## config.mk

```make
export PLATFORM = sky130hd
export DESIGN_NAME = multisample_pixel_resolve_unit
export DESIGN_NICKNAME = d
export VERILOG_FILES = /design/src/design/mpr_pkg.sv /design/src/design/multisample_pixel_resolve_unit.sv /design/src/design/mpr_lane.sv
export SDC_FILE = /design/constraint.sdc
export NUM_CORES = 1
export LEC_CHECK = 0
export ABC_AREA = 1
export BUFFER_PORTS_ARGS = -buffer_cell sky130_fd_sc_hd__buf_4
export CAP_MARGIN = 0
export CORE_MARGIN = 2
export CORE_UTILIZATION = 45
export DETAILED_ROUTE_END_ITERATION = 12
export PLACE_DENSITY = 0.59
export SYNTH_ARGS = -nofsm -noshare
export SYNTH_HDL_FRONTEND = slang
export SYNTH_SLANG_ARGS = --single-unit
```

## constraint.sdc

```tcl
create_clock -name clock -period 5.45 [get_ports clock]
set_clock_uncertainty 0.15 [all_clocks]
set_input_delay 1.09 -clock clock [delete_from_list [all_inputs] [get_ports clock]]
set_output_delay 1.09 -clock clock [all_outputs]
set_load 0.02 [all_outputs]
```

## src/design/mpr_pkg.sv

```systemverilog
`timescale 1ns / 1ps
`default_nettype none
// ----------------------------------------------------------------------------
// mpr_pkg
// Shared types and constants of the multisample pixel resolve unit.
// ----------------------------------------------------------------------------
package mpr_pkg;

   // Width of the sample count register.
   localparam int CFG_BITS = 5;
   // Width of one color byte.
   localparam int BYTE_BITS = 8;
   localparam logic [BYTE_BITS-1:0] BYTE_MAX = 8'hFF;
   localparam logic [BYTE_BITS-1:0] BYTE_ZERO = 8'h00;
   localparam logic [BYTE_BITS-1:0] ALPHA_OPAQUE = 8'hFF;
   localparam logic [CFG_BITS-1:0] CFG_RESET_COUNT = 5'd1;

   // Control from the sample counter to every channel lane.
   typedef struct packed {
      logic acc_en;    // a sample word is taken this cycle
      logic last;      // that word closes the pixel
      logic take;      // merge stage consumes the finished bytes
   } lane_ctl_type;

   // Status of one channel lane back to the merge stage.
   typedef struct packed {
      logic                 busy;
      logic                 done;
      logic [BYTE_BITS-1:0] value;
   } lane_status_type;

endpackage
`default_nettype wire

```

## src/design/multisample_pixel_resolve_unit.sv

```systemverilog
`timescale 1ns / 1ps
`default_nettype none
// ----------------------------------------------------------------------------
// multisample_pixel_resolve_unit
// Box-filter resolve: averages the samples of each pixel into one RGBA byte
// quadruple.
//
// Input words on the req_ channel carry one RGB sample each, signed fixed
// point. Every word is added into three channel accumulators. The word that
// completes the configured sample count closes the pixel: its totals go to
// three divider lanes, one per channel, and one RGBA word with alpha 255
// appears on the rsp_ channel.
// The closing word moves each lane to a prepare state, which either clamps
// the channel to 0 or 255 and finishes, or starts the 8-step restoring
// divider in that lane; the finished bytes go to the rsp_ output register.
// Non-closing words are taken one per cycle; a closing word waits while the
// lanes still hold the previous pixel, so pixels do not overlap in the lanes.
// The rsp_ output register lets the lanes finish while the receiver stalls;
// when it stays stalled the lanes hold their bytes and the next closing word
// is stalled. csr_wr_en writes the sample count (0 reads as 1, values above
// MAX_SAMPLES saturate). Reset sets the count to 1 and clears accumulators,
// sample counter and all valid flags.
// ----------------------------------------------------------------------------
module multisample_pixel_resolve_unit
   import mpr_pkg::*;
#(
   parameter int MAX_SAMPLES = 16,
   parameter int FRAC_BITS   = 8,
   parameter int SAMPLE_BITS = 20
) (
   input  wire logic                          clock,
   input  wire logic                          reset,
   input  wire logic                          csr_wr_en,
   input  wire logic [CFG_BITS-1:0]           csr_wr_data,
   input  wire logic                          req_valid,
   output      logic                          req_stall,
   input  wire logic signed [SAMPLE_BITS-1:0] req_sample_red,
   input  wire logic signed [SAMPLE_BITS-1:0] req_sample_green,
   input  wire logic signed [SAMPLE_BITS-1:0] req_sample_blue,
   output      logic                          rsp_valid,
   input  wire logic                          rsp_stall,
   output      logic [BYTE_BITS-1:0]          rsp_out_red,
   output      logic [BYTE_BITS-1:0]          rsp_out_green,
   output      logic [BYTE_BITS-1:0]          rsp_out_blue,
   output      logic [BYTE_BITS-1:0]          rsp_out_alpha
);

   localparam int NW = $clog2(MAX_SAMPLES + 1);

   logic [CFG_BITS-1:0]  count_ff, count_in;
   logic [NW-1:0]        seen_ff, seen_in;
   logic [NW-1:0]        n_eff;
   logic [NW:0]          seen_p1;
   logic                 last;
   logic                 accept;
   logic                 lanes_busy;
   logic                 all_done;
   logic                 load;

   logic                 out_valid_ff, out_valid_in;
   logic [BYTE_BITS-1:0] red_ff, green_ff, blue_ff;

   lane_ctl_type         ctl;
   lane_status_type      st_red, st_green, st_blue;

   always_comb begin
      if (count_ff == '0) begin
         n_eff = NW'(1);
      end else if (int'(count_ff) > MAX_SAMPLES) begin
         n_eff = NW'(MAX_SAMPLES);
      end else begin
         n_eff = NW'(count_ff);
      end
   end

   assign seen_p1    = {1'b0, seen_ff} + (NW + 1)'(1);
   assign last       = (seen_p1 >= {1'b0, n_eff});
   assign lanes_busy = st_red.busy || st_green.busy || st_blue.busy;

   // Only the word that closes a pixel needs free lanes.
   assign req_stall  = last && lanes_busy;
   assign accept     = req_valid && !req_stall;

   assign all_done   = st_red.done && st_green.done && st_blue.done;
   assign load       = all_done && (!out_valid_ff || !rsp_stall);

   assign ctl.acc_en = accept;
   assign ctl.last   = last;
   assign ctl.take   = load;

   assign count_in = csr_wr_en ? csr_wr_data : count_ff;

   always_comb begin
      seen_in = seen_ff;
      if (accept) begin
         seen_in = last ? '0 : seen_p1[NW-1:0];
      end
   end

   always_comb begin
      out_valid_in = out_valid_ff;
      if (load) begin
         out_valid_in = 1'b1;
      end else if (!rsp_stall) begin
         out_valid_in = 1'b0;
      end
   end

   always_ff @(posedge clock) begin
      if (reset) begin
         count_ff     <= CFG_RESET_COUNT;
         seen_ff      <= '0;
         out_valid_ff <= 1'b0;
      end else begin
         count_ff     <= count_in;
         seen_ff      <= seen_in;
         out_valid_ff <= out_valid_in;
      end
      if (load) begin
         red_ff   <= st_red.value;
         green_ff <= st_green.value;
         blue_ff  <= st_blue.value;
      end
   end

   mpr_lane #(
      .MAX_SAMPLES (MAX_SAMPLES),
      .FRAC_BITS   (FRAC_BITS),
      .SAMPLE_BITS (SAMPLE_BITS)
   ) u_lane_red (
      .clock  (clock),
      .reset  (reset),
      .ctl    (ctl),
      .sample (req_sample_red),
      .n_eff  (n_eff),
      .status (st_red)
   );

   mpr_lane #(
      .MAX_SAMPLES (MAX_SAMPLES),
      .FRAC_BITS   (FRAC_BITS),
      .SAMPLE_BITS (SAMPLE_BITS)
   ) u_lane_green (
      .clock  (clock),
      .reset  (reset),
      .ctl    (ctl),
      .sample (req_sample_green),
      .n_eff  (n_eff),
      .status (st_green)
   );

   mpr_lane #(
      .MAX_SAMPLES (MAX_SAMPLES),
      .FRAC_BITS   (FRAC_BITS),
      .SAMPLE_BITS (SAMPLE_BITS)
   ) u_lane_blue (
      .clock  (clock),
      .reset  (reset),
      .ctl    (ctl),
      .sample (req_sample_blue),
      .n_eff  (n_eff),
      .status (st_blue)
   );

   assign rsp_valid     = out_valid_ff;
   assign rsp_out_red   = red_ff;
   assign rsp_out_green = green_ff;
   assign rsp_out_blue  = blue_ff;
   assign rsp_out_alpha = ALPHA_OPAQUE;

endmodule
`default_nettype wire

```

## src/design/mpr_lane.sv

```systemverilog
`timescale 1ns / 1ps
`default_nettype none
// ----------------------------------------------------------------------------
// mpr_lane
// One color channel: accumulates samples, then averages, clamps and rounds
// the pixel total with an iterative bit-per-cycle divider.
// ----------------------------------------------------------------------------
module mpr_lane
   import mpr_pkg::*;
#(
   parameter int MAX_SAMPLES = 16,
   parameter int FRAC_BITS   = 8,
   parameter int SAMPLE_BITS = 20
) (
   input  wire logic                            clock,
   input  wire logic                            reset,
   input  wire lane_ctl_type                    ctl,
   input  wire logic signed [SAMPLE_BITS-1:0]   sample,
   input  wire logic [$clog2(MAX_SAMPLES+1)-1:0] n_eff,
   output lane_status_type                      status
);

   localparam int NW    = $clog2(MAX_SAMPLES + 1);
   localparam int SUM_W = SAMPLE_BITS + $clog2(MAX_SAMPLES);
   localparam int BASE_W = (SUM_W > NW + FRAC_BITS) ? SUM_W : NW + FRAC_BITS;
   localparam int TW    = BASE_W + BYTE_BITS + 2;
   localparam int IW    = $clog2(BYTE_BITS);

   typedef enum logic [3:0] {
      L_IDLE = 4'b0001,
      L_PREP = 4'b0010,
      L_DIV  = 4'b0100,
      L_DONE = 4'b1000
   } lane_state_type;

   lane_state_type            state_ff, state_in;
   logic signed [SUM_W-1:0]   sum_ff, sum_in;
   logic signed [SUM_W-1:0]   total_ff, total_in;
   logic [NW-1:0]             n_ff, n_in;
   logic [TW-1:0]             rem_ff, rem_in;
   logic [IW-1:0]             idx_ff, idx_in;
   logic [BYTE_BITS-1:0]      q_ff, q_in;

   logic signed [SUM_W-1:0]   sum_next;
   logic [TW-1:0]             num;
   logic [TW-1:0]             dividend;
   logic [TW-1:0]             limit;
   logic [TW-1:0]             dsh;
   logic                      nonpos;

   assign sum_next = sum_ff + SUM_W'(sample);

   // Rounding half up: floor((2*sum + d) / (2*d)) with d = n << FRAC_BITS,
   // which equals floor(((2*sum + d) >> (FRAC_BITS + 1)) / n).
   assign num      = (TW'(total_ff) << 1) + (TW'(n_ff) << FRAC_BITS);
   assign dividend = num >> (FRAC_BITS + 1);
   assign limit    = TW'(n_ff) << BYTE_BITS;
   assign nonpos   = total_ff[SUM_W-1] || (total_ff == '0);
   assign dsh      = TW'(n_ff) << idx_ff;

   always_comb begin
      sum_in   = sum_ff;
      total_in = total_ff;
      n_in     = n_ff;
      state_in = state_ff;
      rem_in   = rem_ff;
      idx_in   = idx_ff;
      q_in     = q_ff;

      if (ctl.acc_en) begin
         if (ctl.last) begin
            sum_in   = '0;
            total_in = sum_next;
            n_in     = n_eff;
         end else begin
            sum_in = sum_next;
         end
      end

      case (state_ff)
         L_IDLE: begin
            if (ctl.acc_en && ctl.last) begin
               state_in = L_PREP;
            end
         end
         L_PREP: begin
            rem_in = dividend;
            idx_in = IW'(BYTE_BITS - 1);
            q_in   = BYTE_ZERO;
            if (nonpos) begin
               state_in = L_DONE;
            end else if (dividend >= limit) begin
               q_in     = BYTE_MAX;
               state_in = L_DONE;
            end else begin
               state_in = L_DIV;
            end
         end
         L_DIV: begin
            if (rem_ff >= dsh) begin
               rem_in       = rem_ff - dsh;
               q_in[idx_ff] = 1'b1;
            end
            if (idx_ff == '0) begin
               state_in = L_DONE;
            end else begin
               idx_in = idx_ff - 1'b1;
            end
         end
         L_DONE: begin
            if (ctl.take) begin
               state_in = L_IDLE;
            end
         end
         default: begin
            state_in = L_IDLE;
         end
      endcase
   end

   always_ff @(posedge clock) begin
      if (reset) begin
         state_ff <= L_IDLE;
         sum_ff   <= '0;
      end else begin
         state_ff <= state_in;
         sum_ff   <= sum_in;
      end
      total_ff <= total_in;
      n_ff     <= n_in;
      rem_ff   <= rem_in;
      idx_ff   <= idx_in;
      q_ff     <= q_in;
   end

   assign status.busy  = (state_ff != L_IDLE);
   assign status.done  = (state_ff == L_DONE);
   assign status.value = q_ff;

endmodule
`default_nettype wire

```

==> impl_results.md <==
- Critical Path, Cell by Cell: inv_1 -> o21ai_0 -> mux2i_1 -> or2_2 -> ha_1 -> nand2_1 -> inv_1 -> nand3_1 -> o21ai_1 -> nand3_1 -> nand3_1 -> nor2_1 -> nand2_1 -> o21ai_0 -> inv_1 -> buf_12
- Period utilization: 0.8193
- Static leakage: roughly 0.011 uW
- Maximum number of pins on one net before global-route repair: 73
- Yosys cell types: 52
- PwrDens: between 400 and 500 nW/um2
- Worst path max stage delay: about 0.64 ns
- TritonCTS clock tree: built
- Multi-input logic area: between 10000 and 15000 um2
- DRT Pass-1 Iters: 6
- Vias: 19960
- Overflow after GRT: 0
- Die W: between 200 and 250 um
- Buf/Inv on CP: 4
- Min-Delay Path Class: reg2reg
- Dominant cell type by area after synthesis: edfxtp_1
- Clk buf depth: 3
- Clk Latency, worst-skew pair: ~0.56 ns
- Initial antenna violation count: 0
- Clock Tree Root: clkbuf_16
- Num CTS Buffers: 40
- Placed instance area: about 24000 um2
- Syn. warnings: 0
- Critical Path RT: approximately 5.6 ns
- Cells after synthesis: 2981
- WL/cell: around 16 um
- Pins Over Slew Limit: 0
- Hold_sp: u_lane_red.q_ff[7]$_DFFE_PP_
- Cell Area, Synth: roughly 23000 um2
- Die H: about 230 um
- Critical Path Sink Type: flip-flop
- Seq/Total Area, Yosys: 0.3990
- Starting Density: 0.4583
- # DRC: 0
- GP Congestion: roughly 0.95
- Synth Flop Type: edfxtp_1
- Core region area: 49150 um2
- DP HPWL: ~46000 um
- Vias per cell: between 5 and 6
- Cell area after layout: approximately 25000 um2
- Status: finished clean
- H-tree depth: 2
- Fmax: 224.0 MHz
- Combinational Power Share: 0.404
- # rows: 81
- P_sw: approximately 4200 uW
- Min Tclk post-route: about 4.5 ns
- Ports: 104
- Switching share of power: 0.4028
- EDFF count, synth: between 200 and 250
- Post-CTS Resized: 0
- Hold_buf cts: 0
- N_diodes: 0
- Slowest CP cell: edfxtp_1
- Max cap viols: 0
- Syn_area_per_cell: about 7.6 um2
- Synth top area cells: edfxtp_1, nand2_1, dfxtp_1
- Internal cell power: ~6200 uW
- Critical Path Source: u_lane_green.n_ff[4]$_DFFE_PP_
- Critical path startpoint category: flip-flop
- Layout cells sized above 1: 0.07150
- Post-synth top cells: nand2_1, inv_1, nor2_1
- Area delta synth->final: 11.58%
- Clock Sinks: 331
- Relative slew margins: 0.2849
- CP Max Fanout: 26
- Post-synth ARST share: 0
- Routed WL: slightly below 60000 um
- First-pass GRT wire length: 96670 um
- Dominant cell by count in the synthesized netlist: nand2_1
- Worst-Margin Slew: ~1.1 ns
- # setup viols final: 0
- Synth top area share: 0.3146
- Setup tns final: 0 ns
- Number of global-route vias before repair: roughly 19000
- I/O Buffers: 95
- Unrepaired setup endpoints after global routing: no
- Yosys reg bits: 331
- Final hold viol count: 0
- Post-CTS Setup Bufs: 0
- Arr. time, crit path: between 4 and 5 ns
- Cell family with most CP delay: buffers and inverters
- Flop pwr share: 0.357
- Reg clk slew, reported paths: around 0.060 ns
- Worst flop-to-flop path startpoint: u_lane_green.n_ff[4]$_DFFE_PP_
- Fillers: a little under 5000
- CP Class: reg2reg
- GRT Util Overall: 0.2273
- Final layout net count: 3299
- Die area: about 52000 um2
- Post-route ant nets: 0
- 1st-iter DRT viols: 1474
- Worst-case vdd ir drop: 0.0002941 V
- Sequential cell area: ~9000 um2
- Clk pwr share: 0.240
metrics by stage:
| step | util | instances | worst slack, ns | hold WS, ns | total power (uW) |
|---|---|---|---|---|---|
| finish | 0.5114 | 3769 | 0.9851 | 0.2999 | 10360 |
| global route | 0.5114 | 3769 | 0.5910 | 0.3186 | 11130 |
| CTS | 0.5114 | 3769 | 0.9504 | 0.3022 | 10410 |
| detailed placement | 0.4868 | 3698 | 0.9637 | 0.2890 | 7890 |
| global placement | 0.4868 | 3698 | 1.151 | 0.2885 | 7832 |
| floorplan | - | 2988 | 0.4174 | 0.2708 | 6766 |
registers in the layout (all words and copies together) (netlist names), 24 cells and up:
register / flops
u_lane_blue.rem_ff: 34
u_lane_green.rem_ff: 34
u_lane_red.rem_ff: 34
u_lane_blue.sum_ff: 24
u_lane_blue.total_ff: 24
u_lane_green.sum_ff: 24
u_lane_green.total_ff: 24
u_lane_red.sum_ff: 24
u_lane_red.total_ff: 24
layout make-up:
type	instances	area share
flip-flops and latches	331	0.3576
clock inverters	29	0.007167
repair buffers	107	0.03295
multi-input cells	2258	0.4779
inverters	338	0.05047
clock buffers	42	0.04096
well taps	664	0.03305
cell families after synthesis:
logic type                 count (synthesis)  synth area share
and+or+nand+nor                         1467            0.2738
AOI/OAI and AO/OA                        506            0.1198
buffers and inverters                    399           0.07081
DFF                                      331            0.3990
adders and majority gates                153           0.08797
xor gates and xnor gates                 120           0.04665
muxes                                      4          0.001777
other                                      1         0.0001665
layer usage:
layer  track usage  vias up  share of wire
met3       0.03234       86          0.060
met5             0        -              0
met1        0.3272     9192           0.48
met4       0.07011        0          0.026
li1              -    10170              -
met2        0.3533      508           0.43
path summary, 6_finish.rpt:
check	cells past startpoint	slack, ns	end
max	16	0.99	u_lane_green.q_ff[4]$_DFFE_PP_
min	0	0.30	rsp_out_red[7]$_DFFE_PP_
max reg2reg	16	0.99	u_lane_green.q_ff[4]$_DFFE_PP_
min reg2reg	0	0.30	rsp_out_red[7]$_DFFE_PP_
power by group through the flow:
| stage | clock network (uW) | logic (uW) | registers [uW] |
|---|---|---|---|
| after floorplan | 0 | 3130 | 3640 |
| after global placement | 0 | 4100 | 3730 |
| after detailed placement | 0 | 4150 | 3750 |
| after CTS | 2550 | 4160 | 3700 |
| after global routing | 2640 | 4740 | 3750 |
| final | 2480 | 4180 | 3700 |
worst register-to-register path, delay by kind of cell (launching register included):
| family | cells | cell delay, ns |
|---|---|---|
| simple gates | 7 | 0.94 |
| mux | 1 | 0.19 |
| fa+ha+maj | 1 | 0.37 |
| flops | 1 | 0.64 |
| compound gates | 3 | 0.69 |
| buf+inv | 4 | 1.19 |
placed cells by master (no fill, tap or decap), types with 8 or more instances in the layout:
cell       count
a21o_1         9
a21oi_1      257
a31oi_1       16
and2_1        14
buf_4        105
clkbuf_16     41
clkinv_1      10
clkinv_2      13
conb_1         8
dfxtp_1       95
edfxtp_1     236
fa_1           9
ha_1         144
inv_1        330
nand2_1      780
nand3_1      186
nand3b_1      10
nand4_1       51
nor2_1       328
nor3_1        34
nor4_1        24
o21ai_0      167
o21ai_1        8
o21bai_1      10
o22ai_1       10
or2_2         22
xnor2_1       47
xor2_1        73
Note: power is estimated with default switching activity, not from simulation.
